[src/rtl/core/sbc_pkg.sv]
`timescale 1ns / 1ps

package sbc_pkg;

    // Fraction bits of the Q formats for position, velocity and radius.
    localparam int FB = 16;
    // Fraction bits of the restitution.
    localparam int EB = 16;
    // Radius width, and the widths that follow from it.
    localparam int RW = 24;
    localparam int DW = RW + 1;          // offset on overlap, signed
    localparam int SW = 2 * RW;          // squared radius
    localparam int NW = FB + 2;          // unit normal component, signed
    localparam int QW = FB + 1;          // normal magnitude from the divider
    localparam int UW = RW + FB;         // divider numerator

    // Squared-length threshold, 1e-8 in Q(2*FB).
    localparam logic [SW+1:0] EPS_SQ = (SW+2)'((64'd1 << (2 * FB)) / 64'd100000000);

    localparam logic ACT_LOAD    = 1'b0;
    localparam logic ACT_COLLIDE = 1'b1;

    typedef struct packed {
        logic               action;
        logic signed [31:0] a_x;
        logic signed [31:0] a_y;
        logic signed [31:0] a_z;
        logic signed [31:0] b_x;
        logic signed [31:0] b_y;
        logic signed [31:0] b_z;
        logic [23:0]        sphere_radius;
        logic [16:0]        bounce_factor;
    } t_sbc_in;

    typedef struct packed {
        logic signed [31:0] out_pos_x;
        logic signed [31:0] out_pos_y;
        logic signed [31:0] out_pos_z;
        logic signed [31:0] out_vel_x;
        logic signed [31:0] out_vel_y;
        logic signed [31:0] out_vel_z;
        logic               hit;
    } t_sbc_out;

    function automatic logic signed [31:0] sat32(input logic signed [39:0] x);
        logic signed [31:0] y;
        if (x > 40'sd2147483647) begin
            y = 32'sh7FFFFFFF;
        end else if (x < -40'sd2147483648) begin
            y = 32'sh80000000;
        end else begin
            y = x[31:0];
        end
        return y;
    endfunction

endpackage

[src/rtl/core/sbc_isqrt.sv]
`timescale 1ns / 1ps

module sbc_isqrt (
    input  logic                     i_clk,
    input  logic                     i_rst_n,
    input  logic                     i_start,
    input  logic [sbc_pkg::SW-1:0]   i_val,
    output logic                     o_done,
    output logic [sbc_pkg::RW-1:0]   o_root
);
    import sbc_pkg::*;

    logic [SW-1:0] r_rem, r_res, r_bit;
    logic          r_busy, r_done;
    logic [SW-1:0] w_try;

    // One result bit per cycle, two bits of the operand consumed each step.
    assign w_try = r_res + r_bit;

    always_ff @(posedge i_clk) begin
        if (!i_rst_n) begin
            r_busy <= 1'b0;
            r_done <= 1'b0;
        end else begin
            r_done <= 1'b0;
            if (i_start) begin
                r_busy <= 1'b1;
                r_rem  <= i_val;
                r_res  <= '0;
                r_bit  <= SW'(1) << (SW - 2);
            end else if (r_busy) begin
                if (r_rem >= w_try) begin
                    r_rem <= r_rem - w_try;
                    r_res <= (r_res >> 1) + r_bit;
                end else begin
                    r_res <= r_res >> 1;
                end
                r_bit <= r_bit >> 2;
                if (r_bit[0] || r_bit[1]) begin
                    r_busy <= 1'b0;
                    r_done <= 1'b1;
                end
            end
        end
    end

    assign o_done = r_done;
    assign o_root = r_res[RW-1:0];

endmodule

[config.mk]
export PLATFORM = sky130hd
export DESIGN_NAME = sbc_isqrt
export DESIGN_NICKNAME = d
export VERILOG_FILES = /design/src/rtl/core/sbc_pkg.sv /design/src/rtl/core/sbc_isqrt.sv
export SDC_FILE = /design/constraint.sdc
export NUM_CORES = 1
export LEC_CHECK = 0
export ABC_AREA = 1
export ABC_CLOCK_PERIOD_IN_PS = 9400
export BUFFER_PORTS_ARGS = -buffer_cell sky130_fd_sc_hd__buf_2
export CAP_MARGIN = 20
export CORE_MARGIN = 3
export CORE_UTILIZATION = 50
export DETAILED_ROUTE_END_ITERATION = 8
export PLACE_DENSITY = 0.67
export RECOVER_POWER = 25
export SYNTH_ARGS = -nofsm -noshare
export SYNTH_HDL_FRONTEND = slang
export SYNTH_SLANG_ARGS = --single-unit
[constraint.sdc]
create_clock -name i_clk -period 9.4 [get_ports i_clk]
set_clock_uncertainty 0.2 [all_clocks]
set_input_delay 1.88 -clock i_clk [delete_from_list [all_inputs] [get_ports i_clk]]
set_output_delay 1.88 -clock i_clk [all_outputs]
set_load 0.05 [all_outputs]
# After elaboration in Yosys (flattened, before gate mapping)
# Cells that the tools add are included.
# word_totals
latch_bits	0
word_cells	26
rom_bits	0
register_bits	122
mem_bits_rw	0
n_memories	0
in_bits	51
# classes
n_shift	0
multipliers	0
add_sub_neg	3
mux	10
div_mod_pow	0
n_reduce_logical	5
n_lt_le_gt_ge	1
bitwise	2
eq_ne	0
# op_table
op	n
48-bit two-way mux	5
47-bit by 47-bit adder with 48-bit output	1
48-bit by 47-bit adder with 48-bit output	1
48-bit >= comparator	1
48-bit subtractor	1
47-bit two-way mux	1
1-bit two-way mux	4
2-bit nonzero test	2
3-bit AND reduction	1
3-bit OR reduction	1
1-bit inverter	2
2-bit AND reduction	1

# Logic depth before layout (Yosys ltp)
# Gate-level depths: netlist of the first run.
# depth
depth_word	5
ltp_mapped	26
mapped_depth_nobuf	26

# Worst setup path after synthesis of the first run
# OpenSTA, ideal clock, no wires.
# synth_path
path_type	input to register
from	input i_start
to	register r_rem[0], enable pin
required_time_ns	8.798
path_buffers	2
setup_slack_ns	1.220
path_stages	6
setup_ns	0.402
arrival_time_ns	7.578
path_cell_list	buf_2 clkinv_1 clkbuf_1 a21oi_1 o21ai_0 inv_1
# synth_between
elab_chain_cells	2
# synth_lines
item	line_no	source
start, declared	sbc_isqrt.sv:6	input logic i_start,
2-bit nonzero test (no line)	n/a	
3-bit AND reduction (no line) (*)	n/a	
end signal, assigned	sbc_isqrt.sv:28	r_rem <= i_val;
end signal, assigned	sbc_isqrt.sv:33	r_rem <= r_rem - w_try;
end, declared	sbc_isqrt.sv:13	logic [SW-1:0] r_rem, r_res, r_bit;
# Every way passes the cells marked *; elsewhere a longest branch is shown, timed or not.
# A chain may end at the register's enable or synchronous reset.

# Final worst setup path of the first run
# layout_path
from	input i_start
to	register r_bit[46], enable pin
# layout_between
elab_chain_cells	2
# layout_lines
item	line_no	source
2-bit nonzero test (no line)	n/a	
2-bit AND reduction (no line)	n/a	
end signal, assigned	sbc_isqrt.sv:30	r_bit <= SW'(1) << (SW - 2);
end signal, assigned	sbc_isqrt.sv:38	r_bit <= r_bit >> 2;
end, declared	sbc_isqrt.sv:13	
# No other way between the ends.

==> flow_summary_export.csv, run 1 <==
group,metric,value,unit
setup_path,startpoint,"i_start",
synthesis,postSynth.asyncResetShare,0,%
setup_path,crit_required,9160,ps
final_layout,drive_gt1_share,7.12,%
cts,ctsHoldBuffers,0,
synthesis,synth_cells,2397,
synthesis,ys_ff_latch,122,
synthesis,synth_edf_count,120,
cts,cts.sinks,122,
final_layout,nets,2596,
power,power.density,174,nW/um^2
drt,initialDrtViolationCount,1222,
final_layout,area_growth,7.06,%
floorplan,io_pins,76,
timing,fmax,140,MHz
cts,cts_root_buf,"clkbuf_16",
setup_path,critical_path_arrival,6900,ps
cts,post_cts_buffers,0,
setup_path,reg2reg_depth,21,
synthesis,yosys.area.top_type,"edfxtp_1",
power,leakage,7.84,nW
synthesis,synth.top_cell.area_share,24.5,%
drt,vias,15500,
floorplan,core,28900,um^2
setup_path,timing.rr.start,"r_res[2]",
worst_hold_path,hold_end,"o_done",
worst_hold_path,hold_class,"reg -> reg",
worst_hold_path,hold_start,"r_busy",
timing,fin_tns_setup,0,ps
drt,wl,51.9,mm
cts,cts_tree,"done",
timing,slew_headroom,-176,%
cts,htree_levels,4,
placed_design,io_buffers,75,
global_route,grtUsageTotal,33.1,%
cts,cts.clk_slew.worst_paths,70,ps
timing,finalMaxSlewViolations,226,
setup_path,reg2reg_slack,3350,ps
worst_hold_path,min_path_cells,2,
global_route,grt_overflow,0,
drt,highest_layer,"met4",
setup_path,startpoint_type,"primary input",
timing,finalCriticalPeriod,7140,ps
drt,first_pass_iters,7,
cts,numCtsBuffers,17,
synthesis,synth_area,14700,um^2
timing,finalSetupViolations,0,
drt,drc,0,
synthesis,synth_area_leaders,"edfxtp_1, nand2_1, inv_1, ha_1, nor2_1",
drt,vias_per_cell,5.44,
synthesis,seq_area_frac_synth,24.8,%
timing,hold_viol,0,
floorplan,floorplan.initialDensity,50.9,%
power,ir_worst_vdd,0.144,mV
cts,clkLatencyLatePin,460,ps
global_route,grt_max_degree,74,
synthesis,ys_warn_count,0,
setup_path,r2r-end,"r_res[34]",
floorplan,die_x,177,um
timing,worst_slew_pin_slew,4140,ps
global_route,grt_pass1_vias,15000,
placed_design,hpwlAfterDp,42.1,mm
cts,cts_resized,0,
power,total_power,2.73,mW
drt,met1_length,21.2,mm
status,violations,"max-capacitance violations, max-slew violations",
cts,clockBufferDepth,2,
flow_run,max_cap_violations,4,
final_layout,antenna_cells,0,
setup_path,end_kind,"flip-flop",
synthesis,syn_area_per_cell,6.13,um^2
timing,rsz0062_at_grt,"no",
floorplan,dieArea,31500,um^2
placed_design,gp_congestion,0.982,
drt,wl_met3,2.79,mm
timing,min_period_over_period,75.9,%
synthesis,syn-num-nets,2547,
floorplan,fp.dieH,177,um
synthesis,ys.flop_type,"edfxtp_1",
global_route,antenna_found_initial,0,
status,run_status,"finished with violations",
setup_path,worst-path-max-fanout,73,
global_route,grt_pass1_wl,80.0,mm
setup_path,crit_type,"in -> reg",
synthesis,post_synth_num_cell_types,48,
drt,wl_met2,25.1,mm
drt,wl_per_cell,18.3,um
drt,ant_nets,0,
floorplan,rows,62,
==> cells in the mapped netlist (13+ instances only) <==
master,instances
nand2_2,28
inv_1,373
nand3_1,184
o21ai_0,81
o21bai_1,13
a21oi_2,21
xor2_1,20
nor2_1,265
clkbuf_1,13
nand3b_1,20
nand4_1,26
buf_4,24
edfxtp_1,120
ha_1,98
a21oi_1,93
nor3_1,15
xnor2_1,44
nand2_1,862
==> through the flow <==
step | util, % | instances | setup WS (ps) | cell area [um^2] | hold slack [ps]
floorplan | - | 2397 | 1220 | 14700 | 222
global placement | 52.8 | 2811 | 3600 | 15200 | 295
detailed placement | 52.8 | 2811 | 3580 | 15200 | 320
CTS | 54.7 | 2843 | 3550 | 15800 | 331
global route | 54.5 | 2843 | 1870 | 15700 | 309
finish | 54.5 | 2843 | 2260 | 15700 | 269
==> layout by cell type, fill, tap and decap left out, drive strengths merged, types with 26 or more instances in the layout <==
cell	Yosys	final
nand3	187	187
xnor2	44	44
buf	36	50
nand4	26	26
nor2	273	273
clkbuf	13	49
nand2	893	893
o21ai	99	99
a21oi	115	115
edfxtp	120	120
ha	98	98
inv	376	381
==> critical path, cell delays in order <==
cell and delay, ps:
clkbuf_1 1610, inv_2 60, a21oi_1 300, clkbuf_1 2930
==> how the worst max path moves through the flow <==
stage	endpoint	slack (ps)	cells after the start
finish	r_bit[46]	2260	4
floorplan	r_rem[0]	1220	6
detailed placement	r_res[34]	3580	21
CTS	r_res[34]	3550	21
global placement	r_rem[40]	3600	20
global route	r_bit[44]	1870	4
==> final cells by class <==
type	count	area [um^2]
inverters	377	1420
repair buffers	79	362
fillers	3018	13100
clock buffers	20	457
multi-input cells	1849	9270
clock inverters	12	114
well taps	384	480
flip-flops and latches	122	3640
==> state kept, by name (all words and copies together), names as in the netlist <==
name	cells
o_done	1
r_bit	24
r_busy	1
r_rem	48
r_res	48
==> per-layer routing <==
layer,track usage [%],up-vias
met5,0,-
met4,16.4,0
met3,4.07,144
met2,58.3,559
met1,39.7,7043
li1,-,7715
==> where the power goes <==
part           internal, mW  switching (mW)
clock                 0.380           0.286
sequential            0.685          0.0689
combinational         0.419           0.895
total                  1.48            1.25
==> kinds of logic (layout without fill, tap and decap cells) <==
family	count (synthesis)	in the layout	synth area share, %
and+or+nand+nor	1439	1439	41.0
buffers and inverters	426	488	12.2
AOI/OAI and AO/OA	247	247	9.78
DFF	122	122	24.8
adders and majority gates	99	99	8.48
xor gates and xnor gates	64	64	3.81
Power figures use the tool's default switching activity.
==> run 2, diff against run 1 <==
--- a/config.mk
+++ b/config.mk
@@ -6,7 +6,7 @@
 export NUM_CORES = 1
 export LEC_CHECK = 0
 export ABC_AREA = 1
-export ABC_CLOCK_PERIOD_IN_PS = 9400
+export ABC_CLOCK_PERIOD_IN_PS = 6600
 export BUFFER_PORTS_ARGS = -buffer_cell sky130_fd_sc_hd__buf_2
 export CAP_MARGIN = 20
 export CORE_MARGIN = 3
==> constraint.sdc (replaced) <==
create_clock -name i_clk -period 6.6 [get_ports i_clk]
set_clock_uncertainty 0.2 [all_clocks]
set_input_delay 1.32 -clock i_clk [delete_from_list [all_inputs] [get_ports i_clk]]
set_output_delay 1.32 -clock i_clk [all_outputs]
set_load 0.05 [all_outputs]
==> run 2 against run 1 <==
  * Largest power group unchanged
  * Final area rose by 0.56%
  * Critical path depth is 17 higher
  * Critical path type is now reg -> reg
  * Hold slack got worse by 3.7 ps
  * Utilization grew 0.31 points
  * Sequential share of layout area decreased by 0.13 points
  * Worst setup slack worse by 1300 ps
  * First-iteration DRC count is 0.65% higher
  * Final cell count about the same
  * Largest cell class unchanged
  * Wire length down 0.91%
  * Count of clock-buffer cells in the layout stayed put
  * Combinational power increased by 44%
  * Clock power is 58% higher
  * The flow still finishes with violations (max-capacitance violations, max-slew violations)
==> flow_summary_export.csv, run 2 (synthesized netlist as in run 1, its figures left out) <==
group,metric,value,unit
timing,fmax,177,MHz
setup_path,reg2reg_depth,21,
cts,cts_resized,0,
power,leakage,7.88,nW
final_layout,mostFrequentLayoutCell,"nand2_1",
drt,vias,15500,
setup_path,end_kind,"flip-flop",
cts,cts.clk_slew.worst_paths,60,ps
cts,cts_tree,"done",
drt,ant_nets,0,
cts,numCtsBuffers,17,
timing,finalCriticalPeriod,5640,ps
drt,initialDrtViolationCount,1230,
final_layout,area_growth,7.67,%
final_layout,final_cell_mix,"nand2_1, inv_1, nor2_1",
cts,htree_levels,4,
placed_design,place_ws,1160,ps
cts,clockBufferDepth,2,
setup_path,startpoint_type,"flip-flop",
setup_path,startpoint,"r_res[2]",
cts,cts_root_buf,"clkbuf_16",
floorplan,die_x,177,um
timing,min_period_over_period,85.5,%
cts,ctsHoldBuffers,0,
floorplan,io_pins,76,
final_layout,final_cell_area,15800,um^2
timing,finalMaxSlewViolations,92,
timing,worst_slew_pin_slew,2430,ps
timing,fin_tns_setup,0,ps
setup_path,crit_type,"reg -> reg",
global_route,antenna_found_initial,0,
power,ir_worst_vdd,0.200,mV
worst_hold_path,hold_class,"reg -> reg",
setup_path,crit_required,6530,ps
final_layout,top_regs,"r_rem: 48 flops, r_res: 48 flops, r_bit: 24 flops",
timing,layout_setup_ws,958,ps
global_route,grt_max_degree,74,
drt,wl_per_cell,18.1,um
power,power.density,252,nW/um^2
flow_run,max_cap_violations,2,
setup_path,r2r-end,"r_rem[40]",
final_layout,antenna_cells,0,
floorplan,core,28900,um^2
drt,wl,51.4,mm
floorplan,dieArea,31500,um^2
global_route,grt_overflow,0,
timing,hold_viol,0,
drt,vias_per_cell,5.45,
setup_path,critical_path_arrival,5570,ps
cts,cts.sinks,122,
setup_path,reg2reg_slack,960,ps
drt,first_pass_iters,6,
timing,slew_headroom,-61.9,%
setup_path,timing.rr.start,"r_res[2]",
timing,finalSetupViolations,0,
drt,drc,0,
final_layout,nets,2599,
global_route,grtUsageTotal,32.8,%
final_layout,fin_util,54.9,%
placed_design,hpwlAfterDp,42.3,mm
placed_design,dpl_cell_area,15300,um^2
final_layout,drive_gt1_share,7.11,%
setup_path,worst-path-max-fanout,19,
floorplan,fp.dieH,177,um
floorplan,rows,62,
power,total_power,4.00,mW
status,violations,"max-capacitance violations, max-slew violations",
floorplan,floorplan.initialDensity,50.9,%
setup_path,worstSetupEndpoint,"r_rem[40]",
timing,rsz0062_at_grt,"no",
placed_design,gp_congestion,1.00,
status,run_status,"finished with violations",
cts,clkLatencyLatePin,460,ps
cts,post_cts_buffers,0,
placed_design,io_buffers,75,
global_route,grt_pass1_vias,14900,
global_route,grt_pass1_wl,78.7,mm
[run 2: changes by cell type in the layout (fill, tap and decap cells not counted), sizes merged]
cell / before / now
clkbuf: 49 / 48
bufinv: 1 / 5
clkinvlp: 1 / 2
clkinv: 6 / 3
buf: 50 / 54
inv: 381 / 378
[run 2: worst min path at each step]
| stage | startpoint | end | slack (ps) | cells after the start |
|---|---|---|---|---|
| after global placement | r_busy | o_done | 290 | 2 |
| after global routing | r_busy | o_done | 310 | 2 |
| after floorplan | r_busy | o_done | 240 | 2 |
| after detailed placement | r_busy | o_done | 320 | 2 |
| final | r_busy | o_done | 270 | 2 |
| after CTS | r_busy | o_done | 330 | 2 |
[run 2: metal layers]
metal | global-route usage [%] | wire (um) | vias up
met4 | 16.7 | 2780 | 0
li1 | - | - | 7721
met5 | 0 | 0 | -
met2 | 57.0 | 24900 | 518
met1 | 39.3 | 21300 | 7134
met3 | 4.49 | 2450 | 135
[run 2: cell type report]
cell class / instances / area (um^2)
flip-flops and latches: 122 / 3640
fillers: 2997 / 13000
multi-input cells: 1849 / 9270
inverters: 377 / 1420
well taps: 384 / 480
clock buffers: 20 / 437
repair buffers: 82 / 389
clock inverters: 11 / 195
[run 2: worst max-delay path, cell delays in order (launching register included)]
cell      delay [ps]
edfxtp_1         500
ha_1             420
nand3_1          120
nand2_1          220
nand2_1          120
nand2_1          210
a21oi_1          510
inv_1            110
nand3_1          100
nand3_1          150
xnor2_1          190
ha_1             430
nand4_1          110
inv_1            170
nand2_1          160
nor2_1           180
and2_1           160
nand2_2           70
nand3_4          210
o21ai_0          150
inv_2            430
buf_4            340
[run 2: through the flow]
step	hold slack, ps	cells
6_report	265	2845
5_1_grt	305	2845
4_1_cts	328	2845
3_5_place_dp	317	2814
3_3_place_gp	295	2814
2_1_floorplan	243	2397
[run 2: where the power goes]
part	total (mW)	switching [mW]	internal [mW]
registers	1.07	0.0994	0.972
logic	1.88	1.28	0.599
clock network	1.05	0.380	0.668
total	4.00	1.76	2.24
