### config.mk
export PLATFORM = sky130hd
export DESIGN_NAME = sbc_div
export DESIGN_NICKNAME = d
export VERILOG_FILES = /design/src/rtl/core/sbc_pkg.sv /design/src/rtl/core/sbc_div.sv
export SDC_FILE = /design/constraint.sdc
export NUM_CORES = 1
export LEC_CHECK = 0
export ABC_AREA = 1
export BUFFER_PORTS_ARGS = -buffer_cell sky130_fd_sc_hd__buf_2
export CELL_PAD_IN_SITES_DETAIL_PLACEMENT = 0
export CELL_PAD_IN_SITES_GLOBAL_PLACEMENT = 1
export CORE_UTILIZATION = 43
export CTS_CLUSTER_DIAMETER = 150
export DETAILED_ROUTE_END_ITERATION = 8
export PLACE_DENSITY = 0.9
export SYNTH_ARGS = -nofsm -noshare
export SYNTH_HDL_FRONTEND = slang
export SYNTH_SLANG_ARGS = --single-unit
### constraint.sdc
create_clock -name i_clk -period 5 [get_ports i_clk]
set_clock_uncertainty 0.15 [all_clocks]
set_input_delay 0.75 -clock i_clk [delete_from_list [all_inputs] [get_ports i_clk]]
set_output_delay 0.75 -clock i_clk [all_outputs]
set_load 0.005 [all_outputs]
### src/rtl/core/sbc_pkg.sv
`timescale 1ns / 1ps

package sbc_pkg;

    // Fraction bits of the Q formats for position, velocity and radius.
    localparam int FB = 16;
    // Fraction bits of the restitution.
    localparam int EB = 16;
    // Radius width, and the widths that follow from it.
    localparam int RW = 24;
    localparam int DW = RW + 1;          // offset on overlap, signed
    localparam int SW = 2 * RW;          // squared radius
    localparam int NW = FB + 2;          // unit normal component, signed
    localparam int QW = FB + 1;          // normal magnitude from the divider
    localparam int UW = RW + FB;         // divider numerator

    // Squared-length threshold, 1e-8 in Q(2*FB).
    localparam logic [SW+1:0] EPS_SQ = (SW+2)'((64'd1 << (2 * FB)) / 64'd100000000);

    localparam logic ACT_LOAD    = 1'b0;
    localparam logic ACT_COLLIDE = 1'b1;

    typedef struct packed {
        logic               action;
        logic signed [31:0] a_x;
        logic signed [31:0] a_y;
        logic signed [31:0] a_z;
        logic signed [31:0] b_x;
        logic signed [31:0] b_y;
        logic signed [31:0] b_z;
        logic [23:0]        sphere_radius;
        logic [16:0]        bounce_factor;
    } t_sbc_in;

    typedef struct packed {
        logic signed [31:0] out_pos_x;
        logic signed [31:0] out_pos_y;
        logic signed [31:0] out_pos_z;
        logic signed [31:0] out_vel_x;
        logic signed [31:0] out_vel_y;
        logic signed [31:0] out_vel_z;
        logic               hit;
    } t_sbc_out;

    function automatic logic signed [31:0] sat32(input logic signed [39:0] x);
        logic signed [31:0] y;
        if (x > 40'sd2147483647) begin
            y = 32'sh7FFFFFFF;
        end else if (x < -40'sd2147483648) begin
            y = 32'sh80000000;
        end else begin
            y = x[31:0];
        end
        return y;
    endfunction

endpackage

### src/rtl/core/sbc_div.sv
`timescale 1ns / 1ps

module sbc_div (
    input  logic                     i_clk,
    input  logic                     i_rst_n,
    input  logic                     i_start,
    input  logic [sbc_pkg::UW-1:0]   i_num,
    input  logic [sbc_pkg::RW-1:0]   i_den,
    output logic                     o_done,
    output logic [sbc_pkg::QW-1:0]   o_quo
);
    import sbc_pkg::*;

    localparam int CW = $clog2(QW + 1);

    logic [UW-1:0] r_rem, r_den;
    logic [QW-1:0] r_quo;
    logic [CW-1:0] r_cnt;
    logic          r_busy, r_done;

    // Restoring division, one quotient bit per cycle; the quotient is known
    // to stay below 2^QW, so only QW steps are needed.
    always_ff @(posedge i_clk) begin
        if (!i_rst_n) begin
            r_busy <= 1'b0;
            r_done <= 1'b0;
        end else begin
            r_done <= 1'b0;
            if (i_start) begin
                r_busy <= 1'b1;
                r_rem  <= i_num;
                r_den  <= UW'(i_den) << FB;
                r_quo  <= '0;
                r_cnt  <= '0;
            end else if (r_busy) begin
                if (r_rem >= r_den) begin
                    r_rem <= r_rem - r_den;
                    r_quo <= {r_quo[QW-2:0], 1'b1};
                end else begin
                    r_quo <= {r_quo[QW-2:0], 1'b0};
                end
                r_den <= r_den >> 1;
                r_cnt <= r_cnt + 1'b1;
                if (r_cnt == CW'(QW - 1)) begin
                    r_busy <= 1'b0;
                    r_done <= 1'b1;
                end
            end
        end
    end

    assign o_done = r_done;
    assign o_quo  = r_quo;

endmodule

# Word-level counts from Yosys, hierarchy flattened
# Index checks and enable logic that the tools add are counted.
# classes
addsub	2
order_cmp	1
eq_ne	1
muxes	12
n_bitwise	2
n_reduce_logical	5
# op_table
cell	n
two-way mux 40 bit	5
>= comparator 40 bit	1
subtractor 40 bit	1
two-way mux 17 bit	1
adder 5 x 1 -> 5 bit, second input constant	1
equality test 5 bit, second input constant	1
two-way mux 1 bit	5
two-way mux 5 bit	1
nonzero test 2 bit	2
AND reduction 3 bit	1
OR reduction 3 bit	1
inverter 1 bit	2
AND reduction 2 bit	1
# totals
ff_bits	104
wordCells	30

# Depth between registers and ports, before layout
# Gate-level depths: netlist of run 1.
# logic_depth
word_depth	4
mapped_depth	15
ltp_nobuf	15

# Worst setup path after synthesis of run 1
# OpenSTA, ideal clock, no wires.
# synth_path
kind	reg2reg
start	register r_den[0]
end	register r_rem[0] (enable)
t_arrival_ps	3293
t_required_ps	4413
slack_ps	1120
stages_incl_launch_ff	12
n_path_buf	0
synth_period_minus_slack_ps	3880
cell_sequence	edfxtp_1 -> ha_1 -> fa_1 -> inv_1 -> nand3_1 -> nand3_1 -> nand2_1 -> nand2_1 -> nand3_1 -> nand4_1 -> nor2_1 -> nor2_1
# synth_via
elab_chain_cells	3
# synth_lines
element	line	rtl
start: declaration	sbc_div.sv:16	logic [UW-1:0] r_rem, r_den;
start signal: assignment	sbc_div.sv:32	r_den <= UW'(i_den) << FB;
start signal: assignment	sbc_div.sv:42	r_den <= r_den >> 1;
>= comparator 40 bit	sbc_div.sv:36	if (r_rem >= r_den) begin
nonzero test 2 bit (no line)	n/a	
AND reduction 3 bit (no line)	n/a	
end signal: assignment	sbc_div.sv:31	r_rem <= i_num;
end signal: assignment	sbc_div.sv:37	r_rem <= r_rem - r_den;
end: declaration	sbc_div.sv:16	
# No other way between the ends.
# A chain may end at the register's enable or synchronous reset.

# Worst setup path in the final report of run 1
# layout_path
start	register r_den[0]
end	register r_rem[38] (enable)
# Same word-level chain as after synthesis.

==> summary.txt, run 1 <==
Synth
  – Commonest cells in the netlist: nand2_1 (357), inv_1 (187), edfxtp_1 (102), nor2_1 (102), nand3_1 (59)
  – Sequential fraction of the synthesis area: 42.3%
  – Yosys warnings: 0
  – Synthesized flop and latch total: 104
  – Post-synthesis async set-or-reset flop share: 0%
  – Count leader, synth: nand2_1
  – Yosys top cell area share: 41.8%
  – Avg Inst Size Synth: 7.18 um2
  – Post-synth EDFFs: 102
  – Syn_nets: 1,131
  – Leading area contributor after synthesis: edfxtp_1
  – Most used DFF post-synth: edfxtp_1
  – Library cells used by synthesis: 32
  – Post-Syn Area: 7330 um2
  – Post-Syn Instances: 1,021
  – Top cells by area, synth: edfxtp_1 (42%), nand2_1 (18%), inv_1 (9.6%)

Routing
  – Via count: 6,254
  – Top Metal Used: met4
  – Total routed wirelength: 17,400 um
  – Drc violations: 0
  – Via/cell ratio: 4.71
  – Met2 routed WL: 7960 um
  – Post-DRT Antenna Nets: 0
  – WL/cell: 13.1 um
  – Met3 WL: 694 um
  – DR iter-0 viols: 386
  – First-pass iteration count of the detailed router: 8
  – Met1 wire length: 8380 um

Clocking
  – CTS tree: yes
  – Insertion delay to the later sink of the worst-skew pair: 0.36 ns
  – Setup Buffers After CTS: 0
  – Reg clk slew, reported paths: 0.08 ns
  – H-tree depth: 3
  – CTS Buffer Depth: 2
  – # resized after CTS: 0
  – Root buffer cell: clkbuf_16
  – Cts hold-fix bufs: 0
  – Clock Sinks: 104
  – TritonCTS Buffers: 9

STA
  – Setup Viol. Count Final: 0
  – Period utilisation layout: 67.1%
  – Fmax: 0.298 GHz
  – Fin crit period: 3.35 ns
  – Slew margin rel.: 38.4%
  – Max-slew violations: 0
  – Unrepaired setup endpoints after global routing: false
  – Setup TNS: 0 ns
  – Worst Tran Pin Value: 0.918 ns
  – Final Hold Viols: 0

Pwr
  – Leak: 0.00424 uW
  – Power Total: 2500 uW
  – Worst VDD drop: 0.000167 V
  – Power Dens Cells: 301 nW/um2

Global routing
  – Vias in the first global route: 6,059
  – Initial antenna violation count: 0
  – First-pass GRT wire length: 29,000 um
  – Total gr overflow: 0
  – Global-route usage over all layers: 21.0%
  – Largest net degree at the start of global routing: 77

Layout
  – Final core occ: 49.9%
  – Final #Nets: 1,212
  – Syn-to-layout area delta: 13.4%
  – Fillers: 1,701
  – Ant. Diodes: 0
  – Layout cells sized above 1: 12.3%
  – Post-route cell area: 8310 um2

Worst setup path
  – Crit path kind: reg -> reg
  – WP buf/inv: 2
  – Worst setup EP type: register
  – Worst EP arrival: 3.26 ns
  – CP delay by family, top: simple AND/OR/NAND/NOR gates
  – Type of origin of the critical path: register
  – Slowest-stage cell, CP: nor2_4
  – CP max stage delay: 0.67 ns
  – Worst EP required: 4.90 ns
  – Worst path cell trace: ha_1, fa_1, inv_1, nand3_1, nand3_1, nand2_1, nand2_1, nand3_1, nand4_1, nor2_1, nor2_4, buf_4
  – CP dominant cell by count: nand3_1
  – CP max FO: 25

Die
  – Die area: 17,600 um2
  – Row cnt: 47
  – Boundary Pins: 85
  – DIE WIDTH: 133 um
  – Initial core utilization: 44.0%
  – Die Y: 133 um
  – Core Area: 16,600 um2

Flow run
  – Max Cap Viol: 0

Placed design
  – Gpl congestion: 0.894
  – Detail Placement HPWL: 13,500 um
  – Area after DPL: 8000 um2
  – Port bufs: 84

Status
  – Status: finished clean

Min path
  – Hold Crit Class: reg -> reg
-- worst paths after layout --
check,start,end,slack (ns),cells past startpoint
worst max-delay path,r_den[0],r_rem[38],1.65,12
worst min-delay path,r_busy,o_done,0.29,2
worst min register to register,r_busy,o_done,0.29,2
worst max register to register,r_den[0],r_rem[38],1.65,12
-- registers in the layout, indices dropped and copies added (netlist names) --
register  count
r_den        40
r_rem        40
o_quo        17
r_cnt         5
o_done        1
r_busy        1
-- metrics by stage --
stage          setup WS, ns  hold slack (ns)  cells
2_1_floorplan          1.12            0.261   1021
3_3_place_gp           1.69            0.301   1311
3_5_place_dp           1.59            0.285   1311
4_1_cts                1.59            0.297   1327
5_1_grt                1.38            0.335   1327
6_report               1.65            0.294   1327
-- cells by family after synthesis --
family,count (synthesis),synth area share [%]
buffers and inverters,214,11.0
adders and majority gates,43,7.44
and+or+nand+nor,558,31.3
AOI/OAI and AO/OA,89,6.37
xor gates and xnor gates,13,1.55
DFF,104,42.3
-- report_power, final --
group | internal (uW) | switching (uW) | total (uW)
Clock | 404 | 360 | 764
Sequential | 1040 | 20.2 | 1060
Combinational | 235 | 437 | 672
-- worst reg2reg max path: cells and delay by family (launching register included) --
family                   cells  cell delay, ns
AND/OR/NAND/NOR              8            1.41
flip-flops                   1            0.37
adder cells (fa/ha/maj)      2            0.59
buffers and inverters        2            0.52
-- cells in the final DEF, fill, tap and decap left out --
cell | synthesis | routed
nor3_1 | 4 | 4
nor2_1 | 102 | 101
inv_1 | 187 | 186
clkbuf_16 | 0 | 9
nand2_2 | 8 | 8
nor2_2 | 4 | 4
xor2_1 | 1 | 1
buf_4 | 0 | 5
clkbuf_1 | 15 | 1
nand3b_1 | 3 | 3
ha_1 | 42 | 42
or2_2 | 4 | 4
nor2_4 | 1 | 2
nor3_2 | 1 | 1
inv_2 | 7 | 8
nand3_2 | 5 | 5
clkinv_1 | 2 | 2
bufinv_16 | 0 | 1
and2_1 | 2 | 2
clkinv_8 | 0 | 1
buf_2 | 3 | 83
fa_1 | 1 | 1
dfxtp_1 | 2 | 2
nor4_1 | 1 | 1
o21bai_1 | 5 | 5
o21ai_0 | 40 | 40
a21oi_1 | 34 | 34
o21bai_2 | 1 | 1
inv_8 | 0 | 2
or2_1 | 3 | 3
inv_6 | 0 | 2
o21ai_1 | 8 | 8
edfxtp_1 | 102 | 102
xnor2_1 | 12 | 12
nand2_1 | 357 | 357
a21o_1 | 1 | 1
nand4_1 | 4 | 4
nand3_1 | 59 | 59
-- metal layers --
layer / vias up / track usage [%]
li1: 3356 / -
met1: 2743 / 28.0
met2: 129 / 34.7
met3: 26 / 3.68
met4: 0 / 6.83
met5: - / 0
-- layout make-up --
class                   count  area (um2)  share of cell area [%]
well taps                 220         275                    3.31
multi-input cells         703        3430                    41.3
inverters                 196         736                    8.85
repair buffers             88         453                    5.45
clock buffers              10         229                    2.76
flip-flops and latches    104        3100                    37.3
clock inverters             6        86.3                    1.04
(Power assumes the default switching activity.)
==> run 2: changes to the inputs <==
- ABC_AREA: 1 -> 0
- CORE_UTILIZATION: 43 -> 45
- PLACE_DENSITY: 0.9 -> 0.89
- clock period: 5 -> 3.1 ns (I/O delays scaled with it)
==> run 2 against run 1 <==
Global-route usage fell by 0.13 points. Cell area down 6.5%. Cell count fell by 27%. Area after synthesis down 9.0%. Total power up 64%. Critical path depth is 1 lower. Register-to-register slack got worse by 1.6 ns. Clock power is 64% higher. Sequential power grew 62%. Count of clock-buffer cells in the layout decreased by 1. Flip-flop and latch count unchanged. Non-clock buffer count rose by 19.
==> summary.txt, run 2 <==
Die
  – Core Area: 14,500 um2 (-13%)
  – Initial core utilization: 46.1% (+2.0 points)
  – Die area: 15,300 um2 (-13%)
  – DIE WIDTH: 124 um (-6.7%)
  – Die Y: 124 um (-6.7%)
  – Row cnt: 44 (-6.4%)
  – Boundary Pins: 85 (unchanged)

Routing
  – First-pass iteration count of the detailed router: 5 (-3)
  – Via/cell ratio: 5.39 (+14%)
  – Total routed wirelength: 15,200 um (-12%)
  – WL/cell: 15.8 um (+20%)
  – Drc violations: 0 (unchanged)
  – Post-DRT Antenna Nets: 0 (unchanged)
  – DR iter-0 viols: 369 (-4.4%)
  – Via count: 5,215 (-17%)

Synth
  – Yosys top cell area share: 45.9% (+4.1 points)
  – Post-Syn Instances: 698 (-32%)
  – Count leader, synth: edfxtp_1
  – Yosys warnings: 0 (unchanged)
  – Commonest cells in the netlist: edfxtp_1 (102), nand2_1 (96), inv_1 (54)
  – Post-Syn Area: 6670 um2 (-9.0%)
  – Library cells used by synthesis: 60 (+88%)
  – Most used DFF post-synth: edfxtp_1
  – Post-synthesis async set-or-reset flop share: 0% (unchanged)
  – Avg Inst Size Synth: 9.56 um2 (+33%)
  – Post-synth EDFFs: 102 (unchanged)
  – Synthesized flop and latch total: 104 (unchanged)
  – Top cells by area, synth: edfxtp_1 (46%), ha_1 (7.9%), nand2_1 (5.4%)
  – Sequential fraction of the synthesis area: 46.5% (+4.2 points)
  – Syn_nets: 808 (-29%)
  – Leading area contributor after synthesis: edfxtp_1

Layout
  – Layout cells sized above 1: 18.8% (+6.5 points)
  – Commonest non-fill, non-tap cell in the layout: edfxtp_1
  – Final core occ: 53.6% (+3.7 points)
  – Most frequent cells in the layout: edfxtp_1 (102), nand2_1 (96), buf_2 (83), inv_1 (53), o21ai_0 (50)
  – Final #Nets: 888 (-27%)
  – Post-route cell area: 7770 um2 (-6.5%)
  – Syn-to-layout area delta: 16.4%
  – Ant. Diodes: 0 (unchanged)
  – Fillers: 1,336 (-21%)

Worst setup path
  – Slowest-stage cell, CP: or4_1
  – Worst EP required: 3.08 ns (-1.82 ns)
  – CP delay by family, top: compound AO/OA/AOI/OAI gates
  – WP buf/inv: 1 (-1)
  – Worst setup EP type: register
  – Worst path cell trace: inv_1, ha_2, fa_2, nor2b_4, o31a_1, o21ai_4, a31oi_4, a211oi_4, nor4_2, or4_1, and3_1
  – Crit path kind: reg -> reg
  – R2R Setup Slk: 0.08 ns (-1.56 ns)
  – CP max stage delay: 0.39 ns (-0.28 ns)
  – CP max FO: 4 (-84%)
  – Worst EP arrival: 3.00 ns (-0.26 ns)
  – Type of origin of the critical path: register

STA
  – Setup Viol. Count Final: 0 (unchanged)
  – Fin crit period: 3.02 ns (-0.337 ns)
  – Final Hold Viols: 0 (unchanged)
  – Final setup margin: 0.0822 ns (-1.56 ns)
  – Slew margin rel.: 58.7% (+20 points)
  – Fmax: 0.331 GHz (+11%)
  – Worst Tran Pin Value: 0.619 ns (-0.299 ns)
  – Max-slew violations: 0 (unchanged)
  – Hold WS: 0.206 ns (-0.0875 ns)
  – Period utilisation layout: 97.3% (+30 points)

Min path
  – Hold Crit Class: in -> reg

Pwr
  – Power Dens Cells: 528 nW/um2 (+76%)
  – Worst VDD drop: 0.000299 V (+79%)
  – Power Total: 4100 uW (+64%)
  – Leak: 0.00320 uW (-24%)

Clocking
  – Insertion delay to the later sink of the worst-skew pair: 0.37 ns (about the same)
  – Reg clk slew, reported paths: 0.07 ns (about the same)
  – H-tree depth: 3 (unchanged)
  – Root buffer cell: clkbuf_16
  – CTS Buffer Depth: 2 (unchanged)
  – CTS tree: yes
  – TritonCTS Buffers: 9 (unchanged)
  – Clock Sinks: 104 (unchanged)

Global routing
  – Vias in the first global route: 5,157 (-15%)
  – Largest net degree at the start of global routing: 150 (+95%)
  – Global-route usage over all layers: 20.9% (-0.13 points)
  – Total gr overflow: 0 (unchanged)
  – First-pass GRT wire length: 24,600 um (-15%)
  – Initial antenna violation count: 0 (unchanged)

Placed design
  – Area after DPL: 7390 um2 (-7.5%)
  – Detail Placement HPWL: 11,300 um (-16%)
  – Pre-CTS WS: 0.0596 ns (-1.53 ns)
  – Port bufs: 84 (unchanged)
  – Gpl congestion: 0.903 (+0.92%)

Status
  – Status: finished clean

Flow run
  – Max Cap Viol: 0 (unchanged)
-- run 2: worst register-to-register path, delay by kind of cell (launching register included) --
kind | cells | cell delay, ns
buffers and inverters | 1 | 0.07
AOI/OAI and AO/OA | 4 | 1.09
adders and majority gates | 2 | 0.43
DFF | 1 | 0.36
and+or+nand+nor | 4 | 0.71
-- run 2: cell families after synthesis --
logic type,Yosys count,synth area share [%]
AO/OA/AOI/OAI,203,19.6
XOR/XNOR,35,4.60
adder cells (fa/ha/maj),43,8.18
buffers and inverters,92,5.40
flip-flops,104,46.5
multiplexers,1,0.169
AND/OR/NAND/NOR,220,15.5
-- run 2: path summary, 6_finish.rpt --
kind	startpoint	endpoint	depth (start not counted)
setup / recovery	r_rem[0]	r_rem[34]	11
hold / removal	i_rst_n	o_done	2
setup reg to reg	r_rem[0]	r_rem[34]	11
hold reg to reg	r_busy	o_done	1
-- run 2: metrics by stage --
stage / cells / setup TNS (ns)
finish: 967 / 0
global route: 967 / -1.00
CTS: 964 / 0
detailed placement: 948 / 0
global placement: 948 / 0
floorplan: 698 / 0
-- run 2: routing by layer --
metal / GRT usage (%) / up-vias / share of wire (%)
li1: - / 2654 / -
met1: 27.8 / 2432 / 47
met2: 33.3 / 108 / 47
met3: 3.85 / 21 / 3.8
met4: 8.96 / 0 / 2.0
met5: 0 / - / 0
-- run 2: layout make-up --
| type | count | area, um2 | share of cell area (%) |
|---|---|---|---|
| multi-input cells | 502 | 3280 | 42.2 |
| flip-flops and latches | 104 | 3100 | 40.0 |
| repair buffers | 107 | 633 | 8.15 |
| well taps | 184 | 230 | 2.96 |
| clock buffers | 9 | 225 | 2.90 |
| inverters | 54 | 203 | 2.61 |
| clock inverters | 7 | 92.6 | 1.19 |
-- run 2: power breakdown --
part	switching, uW	internal (uW)
sequential	35.0	1690
clock	538	708
combinational	660	472
-- run 2: timing repair --
item	in CTS	in global routing
setup endpoints to repair	0	43
buffers inserted	0	3
hold buffers	0	0
endpoints found under the hold margin	0	0
resized for setup	0	6
==> run 3: changes to the inputs <==
- CORE_MARGIN: default -> 2
- RECOVER_POWER: default -> 100
==> run 3 against run 2 <==
Critical path type unchanged. Largest power group unchanged. Hold slack improved by 0.0037 ns. Critical endpoint is now r_rem[22]. Global-route usage down 1.3 points. Total power shrank 4.3%.
==> summary.txt, run 3 (synthesis results as in run 2) <==
Clocking
  – H-tree depth: 3 (unchanged)
  – Clock Sinks: 104 (unchanged)
  – Insertion delay to the later sink of the worst-skew pair: 0.36 ns (about the same)
  – CTS Buffer Depth: 2 (unchanged)
  – Reg clk slew, reported paths: 0.07 ns (about the same)
  – TritonCTS Buffers: 9 (unchanged)
  – CTS tree: yes
  – Root buffer cell: clkbuf_16
  – Cts hold-fix bufs: 0 (unchanged)

Global routing
  – First-pass GRT wire length: 25,300 um (+2.8%)
  – Vias in the first global route: 5,307 (+2.9%)
  – Global-route usage over all layers: 19.6% (-1.3 points)
  – Initial antenna violation count: 0 (unchanged)
  – Largest net degree at the start of global routing: 162 (+8.0%)
  – Total gr overflow: 0 (unchanged)

Layout
  – Commonest non-fill, non-tap cell in the layout: edfxtp_1
  – Most frequent cells in the layout: edfxtp_1 (102), nand2_1 (96), buf_2 (80), inv_1 (53), o21ai_0 (50)
  – Layout cells sized above 1: 18.2% (-0.62 points)
  – Syn-to-layout area delta: 15.4%
  – Ant. Diodes: 0 (unchanged)
  – Final #Nets: 887 (-0.11%)

Worst setup path
  – Worst setup EP type: register
  – FF-to-FF End: r_rem[22]
  – Worst Setup EP: r_rem[22]
  – Type of origin of the critical path: register
  – Worst Setup SP: r_rem[0]
  – Critical R2R Launch: r_rem[0]
  – Worst EP arrival: 3.02 ns (+0.02 ns)
  – Worst EP required: 3.06 ns (-0.02 ns)
  – CP max FO: 20 (+16)
  – Depth of the most critical reg-to-reg path: 12 (+1)
  – R2R Setup Slk: 0.04 ns (-0.04 ns)
  – Crit path kind: reg -> reg

Routing
  – First-pass iteration count of the detailed router: 6 (+1)
  – Drc violations: 0 (unchanged)
  – Total routed wirelength: 15,400 um (+0.77%)
  – WL/cell: 15.9 um (+0.88%)
  – Post-DRT Antenna Nets: 0 (unchanged)
  – Via/cell ratio: 5.47 (+1.4%)
  – Via count: 5,285 (+1.3%)
  – DR iter-0 viols: 382 (+3.5%)

Die
  – DIE WIDTH: 126 um (+1.6%)
  – Boundary Pins: 85 (unchanged)
  – Core Area: 14,500 um2 (+0.38%)
  – Die area: 15,800 um2 (+3.3%)
  – Row cnt: 44 (unchanged)
  – Die Y: 126 um (+1.6%)
  – Initial core utilization: 45.9% (-0.17 points)

Status
  – Status: finished clean

STA
  – Period utilisation layout: 98.6% (+1.3 points)
  – Setup Viol. Count Final: 0 (unchanged)
  – Max-slew violations: 0 (unchanged)
  – Worst Tran Pin Value: 0.668 ns (+0.0485 ns)
  – Fmax: 0.327 GHz (-1.3%)
  – Final setup margin: 0.0433 ns (-0.0389 ns)
  – Fin crit period: 3.06 ns (+0.0389 ns)
  – Slew margin rel.: 55.5% (-3.2 points)
  – Unrepaired setup endpoints after global routing: true
  – Final Hold Viols: 0 (unchanged)
  – Setup TNS: 0 ns (unchanged)

Placed design
  – Pre-CTS WS: 0.0570 ns (-0.00258 ns)
  – Detail Placement HPWL: 11,300 um (about the same)
  – Gpl congestion: 0.933 (+3.3%)
  – Port bufs: 84 (unchanged)

Pwr
  – Worst VDD drop: 0.000280 V (-6.3%)
  – Leak: 0.00318 uW (-0.75%)
  – Power Dens Cells: 510 nW/um2 (-3.4%)

Flow run
  – Max Cap Viol: 0 (unchanged)

Min path
  – Hold Crit Class: in -> reg
## run 3: changes by cell type in the layout (fill, tap and decap cells not counted), sizes merged
cell,delta
clkinvlp,-1
clkinv,+3
clkbuf,+5
buf,-4
bufinv,-2
inv,-2
## run 3: cell type report
class	count	area, um2
flip-flops and latches	104	3100
clock buffers	11	243
repair buffers	106	622
well taps	184	230
clock inverters	5	32.5
multi-input cells	502	3260
inverters	54	203
fillers	1335	6840
## run 3: repair_timing
item / 4_1_cts / 5_1_grt
buffers inserted: 0 / 2
resized for setup: 0 / 4
endpoints found under the setup margin: 0 / 44
## run 3: how the worst min path moves through the flow
stage / start / depth (start not counted) / endpoint
after global placement: r_busy / 1 / o_done
after global routing: i_rst_n / 2 / o_done
after floorplan: r_busy / 1 / o_done
after detailed placement: r_busy / 1 / o_done
final: i_rst_n / 2 / o_done
after CTS: i_rst_n / 2 / o_done
## run 3: report_power, final
| part | internal, uW | leakage [uW] | total [uW] | switching [uW] |
|---|---|---|---|---|
| clock | 566 | 0.000139 | 1080 | 512 |
| combinational | 466 | 0.00204 | 1120 | 658 |
| sequential | 1690 | 0.000997 | 1720 | 35.7 |
## run 3: stage by stage
stage	total power, uW	utilization, %	hold slack [ns]	std cells	area [um2]
floorplan	2540	-	0.297	698	6710
global placement	2830	50.9	0.312	948	7390
detailed placement	2860	50.9	0.329	948	7390
CTS	3930	52.8	0.193	964	7670
global route	4120	53.0	0.219	966	7700
finish	3930	53.0	0.210	966	7700
## run 3: per-layer routing
layer | global-route usage [%] | share of wire [%]
met1 | 26.3 | 47
met2 | 32.1 | 47
met3 | 3.61 | 4.3
met4 | 6.53 | 1.8
met5 | 0 | 0
## run 3: worst max-delay path, cell delays in order, from the launching register on
cell and delay [ns]:
edfxtp_1 0.36, inv_1 0.07, ha_2 0.19, fa_2 0.24, nor2b_4 0.05, o31a_1 0.32, o21ai_4 0.24, a31oi_4 0.15
a211oi_2 0.20, o21ai_1 0.10, a221oi_2 0.39, a21oi_4 0.13, buf_12 0.20
